File: src/hw/rtl/skvs_pkg.sv
// ----------------------------------------------------------------------------
// Sorted key/value store package
// Field widths and status codes shared by the store and its channels.
// ----------------------------------------------------------------------------
package skvs_pkg;

  localparam int unsigned FuncW  = 1;
  localparam int unsigned KeyW   = 16;
  localparam int unsigned ValueW = 32;
  localparam int unsigned CountW = 5;

  typedef enum logic [FuncW-1:0] {
    FUNC_SET = 1'b0,
    FUNC_GET = 1'b1
  } func_e;

  typedef enum logic [1:0] {
    ST_HIT       = 2'd0,
    ST_INSERTED  = 2'd1,
    ST_NOT_FOUND = 2'd2,
    ST_FULL      = 2'd3
  } status_e;

endpackage

File: src/hw/rtl/skvs_req_if.sv
// ----------------------------------------------------------------------------
// Request channel
// Valid/ready channel carrying one set or get request word.
// ----------------------------------------------------------------------------
interface skvs_req_if;

  logic                        valid;
  logic                        ready;
  skvs_pkg::func_e             func;
  logic [skvs_pkg::KeyW-1:0]   key;
  logic [skvs_pkg::ValueW-1:0] value;

  modport source (output valid, output func, output key, output value, input ready);
  modport sink   (input valid, input func, input key, input value, output ready);

endinterface

File: src/hw/rtl/skvs_rsp_if.sv
// ----------------------------------------------------------------------------
// Response channel
// Valid/ready channel carrying one result word per request.
// ----------------------------------------------------------------------------
interface skvs_rsp_if;

  logic                        valid;
  logic                        ready;
  logic [skvs_pkg::ValueW-1:0] read_value;
  skvs_pkg::status_e           status;
  logic [skvs_pkg::CountW-1:0] entry_count;

  modport source (output valid, output read_value, output status, output entry_count,
                  input ready);
  modport sink   (input valid, input read_value, input status, input entry_count,
                  output ready);

endinterface

File: src/hw/rtl/skvs_ram.sv
// ----------------------------------------------------------------------------
// Generic simple dual-port RAM
// One write port and one read port with registered read data.
// ----------------------------------------------------------------------------
module skvs_ram #(
  parameter int unsigned WIDTH = 48,
  parameter int unsigned DEPTH = 16
) (
  input  logic                     clk_i,
  input  logic                     we_i,
  input  logic [$clog2(DEPTH)-1:0] waddr_i,
  input  logic [WIDTH-1:0]         wdata_i,
  input  logic [$clog2(DEPTH)-1:0] raddr_i,
  output logic [WIDTH-1:0]         rdata_o
);

  logic [WIDTH-1:0] mem_q [DEPTH];
  logic [WIDTH-1:0] rdata_q;

  always_ff @(posedge clk_i) begin
    if (we_i) begin
      mem_q[waddr_i] <= wdata_i;
    end
    rdata_q <= mem_q[raddr_i];
  end

  assign rdata_o = rdata_q;

endmodule

File: src/hw/rtl/sorted_key_value_store_unit.sv
// ----------------------------------------------------------------------------
// Sorted key/value store
// Table of key/value pairs kept in ascending key order in one RAM.
// ----------------------------------------------------------------------------
// The store takes one request word at a time and is not ready while it works
// on it. A request walks the sorted table upwards one entry per cycle through
// the single RAM read port and one pair of key comparators (less and equal),
// and a get or an update gives its result once the walk stops at its entry;
// the next word is taken after the result has gone to the output register.
// An insert below the top entry then moves each larger entry up one slot, one
// per cycle through the same port, and then places the new pair. The result
// sits in an output register, so the next request is taken while it waits; a
// stalled receiver holds a second result in the sequencer, which then stops
// taking words. Keys are cut or zero-extended to KEY_BITS bits and
// entry_count reports the low five bits of the fill.
// ----------------------------------------------------------------------------
module sorted_key_value_store_unit #(
  parameter int unsigned ENTRIES  = 16,
  parameter int unsigned KEY_BITS = 16
) (
  input  logic clk_i,
  input  logic rst_ni,
  skvs_req_if.sink   req_i,
  skvs_rsp_if.source rsp_o
);

  localparam int unsigned AddrW = $clog2(ENTRIES);
  localparam int unsigned IdxW  = $clog2(ENTRIES + 1);
  localparam int unsigned DataW = KEY_BITS + skvs_pkg::ValueW;

  typedef enum logic [4:0] {
    S_IDLE   = 5'b00001,
    S_SEARCH = 5'b00010,
    S_SHIFT  = 5'b00100,
    S_PLACE  = 5'b01000,
    S_DONE   = 5'b10000
  } state_e;

  state_e                        state_q, state_d;
  skvs_pkg::func_e               func_q, func_d;
  logic [KEY_BITS-1:0]           key_q, key_d;
  logic [skvs_pkg::ValueW-1:0]   value_q, value_d;
  logic [IdxW-1:0]               idx_q, idx_d;
  logic [IdxW-1:0]               slot_q, slot_d;
  logic [IdxW-1:0]               used_q, used_d;
  logic [skvs_pkg::ValueW-1:0]   res_value_q, res_value_d;
  skvs_pkg::status_e             res_status_q, res_status_d;

  logic                          rsp_valid_q, rsp_valid_d;
  logic [skvs_pkg::ValueW-1:0]   rsp_value_q, rsp_value_d;
  skvs_pkg::status_e             rsp_status_q, rsp_status_d;
  logic [skvs_pkg::CountW-1:0]   rsp_count_q, rsp_count_d;

  logic                          ram_we;
  logic [IdxW-1:0]               ram_widx;
  logic [DataW-1:0]              ram_wdata;
  logic [IdxW-1:0]               ram_ridx;
  logic [DataW-1:0]              ram_rdata;

  logic [KEY_BITS+skvs_pkg::KeyW-1:0] key_ext;
  logic [IdxW+skvs_pkg::CountW-1:0]   count_ext;
  logic [KEY_BITS-1:0]           rd_key;
  logic [skvs_pkg::ValueW-1:0]   rd_value;
  logic                          key_lt, key_eq;
  logic                          req_fire, rsp_free;

  assign key_ext   = {{KEY_BITS{1'b0}}, req_i.key};
  assign count_ext = {{skvs_pkg::CountW{1'b0}}, used_q};
  assign rd_key    = ram_rdata[DataW-1:skvs_pkg::ValueW];
  assign rd_value  = ram_rdata[skvs_pkg::ValueW-1:0];

  // The one key comparator pair (less and equal) that the whole walk shares.
  assign key_lt = rd_key < key_q;
  assign key_eq = rd_key == key_q;

  assign req_i.ready = (state_q == S_IDLE);
  assign req_fire    = req_i.valid && req_i.ready;
  assign rsp_free    = !rsp_valid_q || rsp_o.ready;

  always_comb begin
    state_d      = state_q;
    func_d       = func_q;
    key_d        = key_q;
    value_d      = value_q;
    idx_d        = idx_q;
    slot_d       = slot_q;
    used_d       = used_q;
    res_value_d  = res_value_q;
    res_status_d = res_status_q;
    ram_we       = 1'b0;
    ram_widx     = idx_q;
    ram_wdata    = {key_q, value_q};
    ram_ridx     = idx_q;

    unique case (state_q)
      S_IDLE: begin
        ram_ridx = '0;
        if (req_fire) begin
          func_d  = req_i.func;
          key_d   = key_ext[KEY_BITS-1:0];
          value_d = req_i.value;
          idx_d   = '0;
          state_d = S_SEARCH;
        end
      end
      S_SEARCH: begin
        // Read data here belongs to entry idx_q; while the walk goes on, the read of idx_d is issued.
        if (idx_q != used_q && key_lt) begin
          idx_d    = idx_q + IdxW'(1);
          ram_ridx = idx_d;
        end else begin
          res_value_d = '0;
          state_d     = S_DONE;
          if (func_q == skvs_pkg::FUNC_GET) begin
            if (idx_q != used_q && key_eq) begin
              res_value_d  = rd_value;
              res_status_d = skvs_pkg::ST_HIT;
            end else begin
              res_status_d = skvs_pkg::ST_NOT_FOUND;
            end
          end else if (idx_q != used_q && key_eq) begin
            ram_we       = 1'b1;
            res_status_d = skvs_pkg::ST_HIT;
          end else if (used_q == IdxW'(ENTRIES)) begin
            res_status_d = skvs_pkg::ST_FULL;
          end else if (idx_q == used_q) begin
            ram_we       = 1'b1;
            used_d       = used_q + IdxW'(1);
            res_status_d = skvs_pkg::ST_INSERTED;
          end else begin
            // Larger entries move up, starting with the top one.
            slot_d   = idx_q;
            idx_d    = used_q;
            ram_ridx = used_q - IdxW'(1);
            state_d  = S_SHIFT;
          end
        end
      end
      S_SHIFT: begin
        ram_we    = 1'b1;
        ram_wdata = ram_rdata;
        if (idx_q - IdxW'(1) == slot_q) begin
          state_d = S_PLACE;
        end else begin
          idx_d    = idx_q - IdxW'(1);
          ram_ridx = idx_q - IdxW'(2);
        end
      end
      S_PLACE: begin
        ram_we       = 1'b1;
        ram_widx     = slot_q;
        used_d       = used_q + IdxW'(1);
        res_value_d  = '0;
        res_status_d = skvs_pkg::ST_INSERTED;
        state_d      = S_DONE;
      end
      S_DONE: begin
        if (rsp_free) begin
          state_d = S_IDLE;
        end
      end
      default: begin
        state_d = S_IDLE;
      end
    endcase
  end

  always_comb begin
    rsp_valid_d  = rsp_valid_q;
    rsp_value_d  = rsp_value_q;
    rsp_status_d = rsp_status_q;
    rsp_count_d  = rsp_count_q;
    if (state_q == S_DONE && rsp_free) begin
      rsp_valid_d  = 1'b1;
      rsp_value_d  = res_value_q;
      rsp_status_d = res_status_q;
      rsp_count_d  = count_ext[skvs_pkg::CountW-1:0];
    end else if (rsp_o.ready) begin
      rsp_valid_d = 1'b0;
    end
  end

  always_ff @(posedge clk_i or negedge rst_ni) begin
    if (!rst_ni) begin
      state_q     <= S_IDLE;
      used_q      <= '0;
      rsp_valid_q <= 1'b0;
    end else begin
      state_q     <= state_d;
      used_q      <= used_d;
      rsp_valid_q <= rsp_valid_d;
    end
  end

  always_ff @(posedge clk_i) begin
    func_q       <= func_d;
    key_q        <= key_d;
    value_q      <= value_d;
    idx_q        <= idx_d;
    slot_q       <= slot_d;
    res_value_q  <= res_value_d;
    res_status_q <= res_status_d;
    rsp_value_q  <= rsp_value_d;
    rsp_status_q <= rsp_status_d;
    rsp_count_q  <= rsp_count_d;
  end

  skvs_ram #(
    .WIDTH (DataW),
    .DEPTH (ENTRIES)
  ) u_table (
    .clk_i   (clk_i),
    .we_i    (ram_we),
    .waddr_i (ram_widx[AddrW-1:0]),
    .wdata_i (ram_wdata),
    .raddr_i (ram_ridx[AddrW-1:0]),
    .rdata_o (ram_rdata)
  );

  assign rsp_o.valid       = rsp_valid_q;
  assign rsp_o.read_value  = rsp_value_q;
  assign rsp_o.status      = rsp_status_q;
  assign rsp_o.entry_count = rsp_count_q;

  // The fill never passes the table size.
  a_used_bound: assert property (@(posedge clk_i) disable iff (!rst_ni)
    used_q <= IdxW'(ENTRIES))
    else $error("fill count beyond table size");

  // The fill grows by one after placing a pair, and changes only on an insert.
  a_used_place: assert property (@(posedge clk_i) disable iff (!rst_ni)
    state_q == S_PLACE |=> used_q == $past(used_q) + IdxW'(1))
    else $error("fill count not advanced on insert");

  a_used_hold: assert property (@(posedge clk_i) disable iff (!rst_ni)
    state_q != S_PLACE && !(state_q == S_SEARCH && state_d == S_DONE &&
    res_status_d == skvs_pkg::ST_INSERTED) |=> $stable(used_q))
    else $error("fill count changed without an insert");

  // A refused set is only reported on a full table.
  a_full_status: assert property (@(posedge clk_i) disable iff (!rst_ni)
    state_q == S_DONE && res_status_q == skvs_pkg::ST_FULL |-> used_q == IdxW'(ENTRIES))
    else $error("full status on a table with room");

  // The move-up pass never writes at or below the insertion slot.
  a_shift_above: assert property (@(posedge clk_i) disable iff (!rst_ni)
    state_q == S_SHIFT |-> idx_q > slot_q && idx_q <= used_q)
    else $error("move-up pass outside its range");

endmodule

File: src/flat_wrapper.sv
// flat-port wrapper written by rule: the top's interface ports become plain ports
module sorted_key_value_store_unit_flat 
#(
  parameter int unsigned ENTRIES  = 16,
  parameter int unsigned KEY_BITS = 16
)
  (clk_i, rst_ni, req_i_valid, req_i_func, req_i_key, req_i_value, req_i_ready, rsp_o_valid, rsp_o_read_value, rsp_o_status, rsp_o_entry_count, rsp_o_ready);
  skvs_req_if req_i_i ();
  skvs_rsp_if rsp_o_i ();
  input  logic clk_i;
  input  logic rst_ni;
  input wire logic [$bits(req_i_i.valid)-1:0] req_i_valid;
  input wire logic [$bits(req_i_i.func)-1:0] req_i_func;
  input wire logic [$bits(req_i_i.key)-1:0] req_i_key;
  input wire logic [$bits(req_i_i.value)-1:0] req_i_value;
  output wire logic [$bits(req_i_i.ready)-1:0] req_i_ready;
  output wire logic [$bits(rsp_o_i.valid)-1:0] rsp_o_valid;
  output wire logic [$bits(rsp_o_i.read_value)-1:0] rsp_o_read_value;
  output wire logic [$bits(rsp_o_i.status)-1:0] rsp_o_status;
  output wire logic [$bits(rsp_o_i.entry_count)-1:0] rsp_o_entry_count;
  input wire logic [$bits(rsp_o_i.ready)-1:0] rsp_o_ready;
  assign req_i_i.valid = req_i_valid;
  assign req_i_i.func = req_i_func;
  assign req_i_i.key = req_i_key;
  assign req_i_i.value = req_i_value;
  assign req_i_ready = req_i_i.ready;
  assign rsp_o_valid = rsp_o_i.valid;
  assign rsp_o_read_value = rsp_o_i.read_value;
  assign rsp_o_status = rsp_o_i.status;
  assign rsp_o_entry_count = rsp_o_i.entry_count;
  assign rsp_o_i.ready = rsp_o_ready;
  sorted_key_value_store_unit #(.ENTRIES(ENTRIES), .KEY_BITS(KEY_BITS)) u_core (.clk_i(clk_i), .rst_ni(rst_ni), .req_i(req_i_i), .rsp_o(rsp_o_i));
endmodule
File: config.mk
export PLATFORM = sky130hd
export DESIGN_NAME = sorted_key_value_store_unit_flat
export DESIGN_NICKNAME = d
export VERILOG_FILES = /design/src/hw/rtl/skvs_pkg.sv /design/src/hw/rtl/skvs_req_if.sv /design/src/hw/rtl/skvs_rsp_if.sv /design/src/hw/rtl/skvs_ram.sv /design/src/hw/rtl/sorted_key_value_store_unit.sv /design/src/flat_wrapper.sv
export SDC_FILE = /design/constraint.sdc
export NUM_CORES = 1
export LEC_CHECK = 0
export BUFFER_PORTS_ARGS = -buffer_cell sky130_fd_sc_hd__buf_2
export CAP_MARGIN = 15
export CORE_MARGIN = 2
export CORE_UTILIZATION = 35
export CTS_CLUSTER_DIAMETER = 50
export DETAILED_ROUTE_END_ITERATION = 16
export GPL_TIMING_DRIVEN = 0
export SYNTH_ARGS = -nofsm -noshare
export SYNTH_HDL_FRONTEND = slang
export SYNTH_SLANG_ARGS = --single-unit
File: constraint.sdc
create_clock -name clk_i -period 10.4 [get_ports clk_i]
set_clock_uncertainty 0.2 [all_clocks]
set_input_delay 2.6 -clock clk_i [delete_from_list [all_inputs] [get_ports clk_i]]
set_output_delay 2.6 -clock clk_i [all_outputs]
set_load 0.03 [all_outputs]
# Word-level counts from Yosys, hierarchy flattened
# Memories as Yosys holds them, arrays and structs flattened. A register that Yosys moved wholly into a read port is not among the register bits.
# Cells that the tools add are included.
# word_totals
reg_bits	143
mem_bits_rw	768
inputBits	53
output_inout_bits	41
word_cells	119
n_memories	1
# mem_list
name	words	word_bits	read_ports	rd_clocked_by_memory_dff	wr	line	text
u_core.u_table.mem_q	16	48	1	1	1	skvs_ram.sv:17	logic [WIDTH-1:0] mem_q [DEPTH];
# op_classes
add_sub_neg	5
n_lt_le_gt_ge	1
eq_ne	24
muxes	53
n_bitwise	5
reduce_logical	17
# op_table
op	count
5-bit two-way mux	20
32-bit two-way mux	3
32-bit one-hot mux with 2 select lines	1
48-bit two-way mux	1
4-bit two-way mux	7
5-bit one-hot mux with 5 select lines	1
16-bit equality test	1
16-bit less-than comparator	1
5-bit one-hot mux with 3 select lines	1
2-bit two-way mux	6
2-bit != test (second input constant)	6
4-bit one-hot mux with 3 select lines	1
6-bit AND reduction	2
5-bit by 1-bit adder with 5-bit output (second input constant)	2
5-bit equality test	2
5-bit equality test (second input constant)	2
5-bit one-hot mux with 2 select lines	1
1-bit two-way mux	9
3-bit by 2-bit != test with 1-bit output (second input constant)	3
7-bit AND reduction	1
2-bit by 1-bit != test with 1-bit output (second input constant)	3
5-bit by 1-bit equality test with 1-bit output (second input constant)	1
5-bit by 2-bit equality test with 1-bit output (second input constant)	1
5-bit by 3-bit equality test with 1-bit output (second input constant)	1
19 further kinds	28

# Depth between registers and ports, before layout
# logic_depth
ltp_word	9
ltp_mapped	16
depth_no_buf	12

# Cells and area by module
# From an unflattened synthesis, not the netlist that was laid out.
# hier_totals
cells_unflattened	1687
area_unflattened_um2	36258.5
# by_module_without_submodules
mod	n_inst	cells_per_inst	area_each_um2	seq_area_each_um2
skvs_ram	1	1242	29691.0	24023.0
sorted_key_value_store_unit	1	445	6567.5	4240.3

# Least setup slack after synthesis
# OpenSTA, ideal clock, no wires.
# synth_path
kind	register -> register
start	register u_core.key_q[1]
end	memory u_core.u_table.mem_q[12][0] (enable)
setup_time_ns	0.454
arrival_time_ns	4.703
t_required_ns	9.746
slack_ns	5.043
stages_incl_launch_ff	15
path_buffers	2
synth_period_minus_slack_ns	5.357
path_cell_list	edfxtp_1 > inv_1 > ha_1 > nor2b_1 > o211ai_1 > a2111oi_0 > a2111o_1 > buf_4 > buf_2 > nand2_1 > o31a_1 > nor2_1 > nor2b_1 > or2_2 > nor2_1
# synth_between
elab_chain_len	8
elab_cells_between_ends	10
classes_between	order compare: 1; eq/ne: 1; mux: 6; reduce/logical: 2
# synth_rtl
element	line	text
start, declared	sorted_key_value_store_unit.sv:41	logic [KEY_BITS-1:0] key_q, key_d;
start signal, assigned	sorted_key_value_store_unit.sv:197	key_q <= key_d;
branches (longest 4 deep; another with 16-bit less-than comparator)	-	
1-bit two-way mux (*)	sorted_key_value_store_unit.sv:108	if (idx_q != used_q && key_lt) begin
1-bit one-hot mux with 2 select lines (*)	sorted_key_value_store_unit.sv:95	unique case (state_q)
1-bit two-way mux (*)	skvs_ram.sv:21	if (we_i) begin
1-bit two-way mux (implied by the code) (*)	skvs_ram.sv:22	mem_q[waddr_i] <= wdata_i;
end, declared	skvs_ram.sv:17	
# Mark *: on every way between the ends.

# Worst setup path after layout
# layout_path
start	register u_core.key_q[14]
end	memory u_core.u_table.mem_q[3][24] (enable)
# The elaborated chain is that of the path after synthesis.

==> flow_summary_export.csv <==
group,metric,value,unit
sta,tightest_slew,1.18,ns
cts,root_buffer,"clkbuf_16",
cts,clk_latency,0.71,ns
final_layout,fin_util,41.3,%
min_path,hold_depth,0,
floorplan,io_pins,94,
sta,setup_tns,0,ns
critical_path,slowest_stage,"a2111oi_0",
final_layout,nets,2979,
critical_path,cp-end-kind,"flip-flop",
critical_path,cp_slowest_stage_delay,0.99,ns
final_layout,area_growth_syn_to_layout,16.9,%
floorplan,die_area,109000,µm²
detailed_routing,wire_per_inst,21.7,µm
critical_path,critPathArrivalTime,5.77,ns
logic_synthesis,syn_avg_cell_area,13.9,µm²
logic_synthesis,synth_top_area_share,72.6,%
floorplan,start_util,35.3,%
critical_path,cp_max_fo,26,
cts,cts_tree,"yes",
detailed_routing,drt-total-wl,95000,µm
logic_synthesis,ys_ff_latch,959,
placed_design,globalplace.congestion,0.817,
sta,rsz0062_at_grt,"false",
min_path,worstHoldPathType,"reg2reg",
floorplan,coreArea,105000,µm²
global_route,grt_util_met3,2.91,%
critical_path,timing.rr.end,"u_core.u_table.mem_q[3][24]$_DFFE_PP_",
logic_synthesis,synth_fp_nets,2749,
critical_path,crit_path_cell_trace,"inv_1 > ha_1 > nand4_1 > a2111oi_0 > a2111o_1 > buf_4 > buf_2 > nand2_1 > o31a_1 > o31ai_1 > o21ai_0 > clkbuf_2 > nor2_4 > buf_12",
power,peakVddDrop,0.000196,V
global_route,use_met2,29.3,%
power,powerDensity,317,nW/µm²
global_route,grtUsageMet1,22.9,%
logic_synthesis,synth_area_leaders,"edfxtp_1 73%, nand2_1 6.9%, a21oi_1 5.2%",
min_path,holdPathEnd,"u_core.rsp_o.read_value[2]$_DFFE_PP_",
cts,numCtsBuffers,105,
sta,period_share,54.0,%
critical_path,worst_setup_path_start_kind,"flip-flop",
logic_synthesis,synth-edff-count,900,
detailed_routing,ant_nets,0,
floorplan,die_w,330,µm
critical_path,r2r_cells,14,
power,p_leak,15.0,nW
final_layout,insertedDiodeCount,0,
global_route,grt_pass1_wl,140000,µm
floorplan,rows,119,
sta,setup_viol_count_final,0,
logic_synthesis,ys.flop_type,"edfxtp_1",
detailed_routing,vias_per_cell,5.12,
cts,cts_resized,0,
logic_synthesis,ys_types,60,
sta,slew_headroom,21.5,%
cts,htreeDepth,3,
detailed_routing,route.detailed.drc,6,
cts,clk_pin_slew,0.06,ns
logic_synthesis,synth_warnings,0,
logic_synthesis,synthCells,2672,
detailed_routing,dr.pass1.iters,11,
global_route,overflow,0,
cts,cts_sinks,959,
critical_path,cp.required,10.56,ns
placed_design,place_hpwl,64400,µm
cts,cts_setup_buffers,0,
sta,fmax,178,MHz
critical_path,worstSetupPathType,"reg2reg",
global_route,busiest_layer,"met2",
detailed_routing,num_vias,22443,
global_route,grt_max_degree,29,
global_route,grt_pass1_vias,21951,
cts,clockBufferDepth,3,
logic_synthesis,yosysSeqAreaShare,75.9,%
status,status,"finished with violations",
logic_synthesis,syn-cell-area,37200,µm²
status,violations,"design-rule violations",
sta,slew_violations,0,
critical_path,crit-reg2reg-launch,"u_core.key_q[14]$_DFFE_PP_",
final_layout,layout_common_cells,"900 x edfxtp_1, 679 x nand2_1, 387 x a21oi_1",
min_path,min_from,"u_core.res_value_q[2]$_SDFFCE_PP0P_",
sta,hold_viol_final,0,
detailed_routing,drt_iter0_markers,1931,
run,drv_cap,0,
logic_synthesis,synthArstFlopShare,1.15,%
logic_synthesis,yosysTopAreaCell,"edfxtp_1",
cts,cts_hold_buf,0,
floorplan,die_h,330,µm
sta,period_needed,5.61,ns
critical_path,regToRegSetupSlack,4.79,ns
global_route,grt.total_usage,17.3,%
placed_design,io_buffers,93,
final_layout,drive_gt1_share,14.8,%
global_route,antenna_found_initial,5,
final_layout,final_common_cell,"edfxtp_1",
[synthesized netlist by cell type (all sizes together) (9+ instances only)]
cell type,instances
and2,36
edfxtp,900
o311ai,47
o21ai,12
clkbuf,73
nand3,54
nor3,9
dfrtp,10
dfxtp,48
a32oi,47
a22oi,49
nand2,680
ha,24
xnor2,17
mux2,49
buf,91
nor2,34
a21oi,388
inv,28
o22ai,9
[critical path, delay by kind of cell, from the launching register on]
| family | cells | cell delay, ns |
|---|---|---|
| AO/OA/AOI/OAI | 5 | 2.12 |
| AND/OR/NAND/NOR | 3 | 1.07 |
| buffers and inverters | 5 | 1.04 |
| flip-flops | 1 | 0.47 |
| adder cells (fa/ha/maj) | 1 | 0.31 |
[logic make-up (layout without fill, tap and decap cells)]
logic type,Yosys count,in the layout,share of synthesized area (%)
AOI/OAI and AO/OA,572,572,9.20
muxes,58,58,1.83
buffers and inverters,192,511,2.39
DFF,959,959,75.9
adders and majority gates,24,24,0.806
and+or+nand+nor,845,845,9.28
xor gates and xnor gates,22,22,0.591
[state kept, by name, indices dropped and copies added, names as in the netlist]
signal                    cells
u_core.rsp_o.entry_count      5
u_core.rsp_o.read_value      32
u_core.u_table.mem_q        768
u_core.rsp_o.valid            1
u_core.value_q               32
u_core.key_q                 16
u_core.slot_q                 5
u_core.used_q                 5
u_core.res_status_q           2
u_core.rsp_o.status           2
u_core.state_q                5
u_core.func_q                 1
u_core.res_value_q           32
u_core.idx_q                  5
u_core.u_table.rdata_o       48
[per-stage QoR]
step / std cells / hold slack, ns / area (µm²) / power (mW) / worst slack [ns]
2_1_floorplan: 2672 / 0.200 / 37200 / 8.17 / 5.04
5_1_grt: 4382 / 0.225 / 43500 / 14.5 / 4.46
3_5_place_dp: 4185 / 0.206 / 40200 / 10.3 / 4.73
3_3_place_gp: 4156 / 0.201 / 39400 / 10.1 / 1.88
6_report: 4382 / 0.213 / 43500 / 13.8 / 4.79
4_1_cts: 4381 / 0.217 / 43500 / 13.9 / 4.68
[layer usage]
metal / wire length [µm] / vias up / part of all wire, %
li1: - / 10384 / -
met1: 40600 / 11229 / 43
met2: 46600 / 709 / 49
met3: 5740 / 121 / 6.0
met4: 2070 / 0 / 2.2
met5: 0 / - / 0
[how the worst max path moves through the flow]
stage,from,endpoint
after floorplan,u_core.key_q[1]$_DFFE_PP_,u_core.u_table.mem_q[12][0]$_DFFE_PP_
after global placement,u_core.key_q[14]$_DFFE_PP_,u_core.u_table.mem_q[0][23]$_DFFE_PP_
after detailed placement,u_core.key_q[14]$_DFFE_PP_,u_core.u_table.mem_q[3][24]$_DFFE_PP_
after CTS,u_core.key_q[14]$_DFFE_PP_,u_core.u_table.mem_q[3][24]$_DFFE_PP_
after global routing,u_core.key_q[14]$_DFFE_PP_,u_core.u_table.mem_q[3][24]$_DFFE_PP_
final,u_core.key_q[14]$_DFFE_PP_,u_core.u_table.mem_q[3][24]$_DFFE_PP_
[cell type report]
cell class / instances / area (µm²)
buffer: 164 / 785
clock buffer: 139 / 2810
clock inverter: 57 / 557
fill: 9737 / 61900
inverter: 28 / 105
multi-input combinational: 1521 / 8230
sequential: 959 / 28300
tap: 1391 / 1740
timing repair buffer: 123 / 1060
[power by group]
group / internal, mW / total (mW) / switching, mW / leakage [nW]
sequential: 4.64 / 4.75 / 0.109 / 8.75
combinational: 1.58 / 5.43 / 3.85 / 4.57
clock: 2.05 / 3.61 / 1.56 / 1.65
Note: power is estimated with default switching activity, not from simulation.
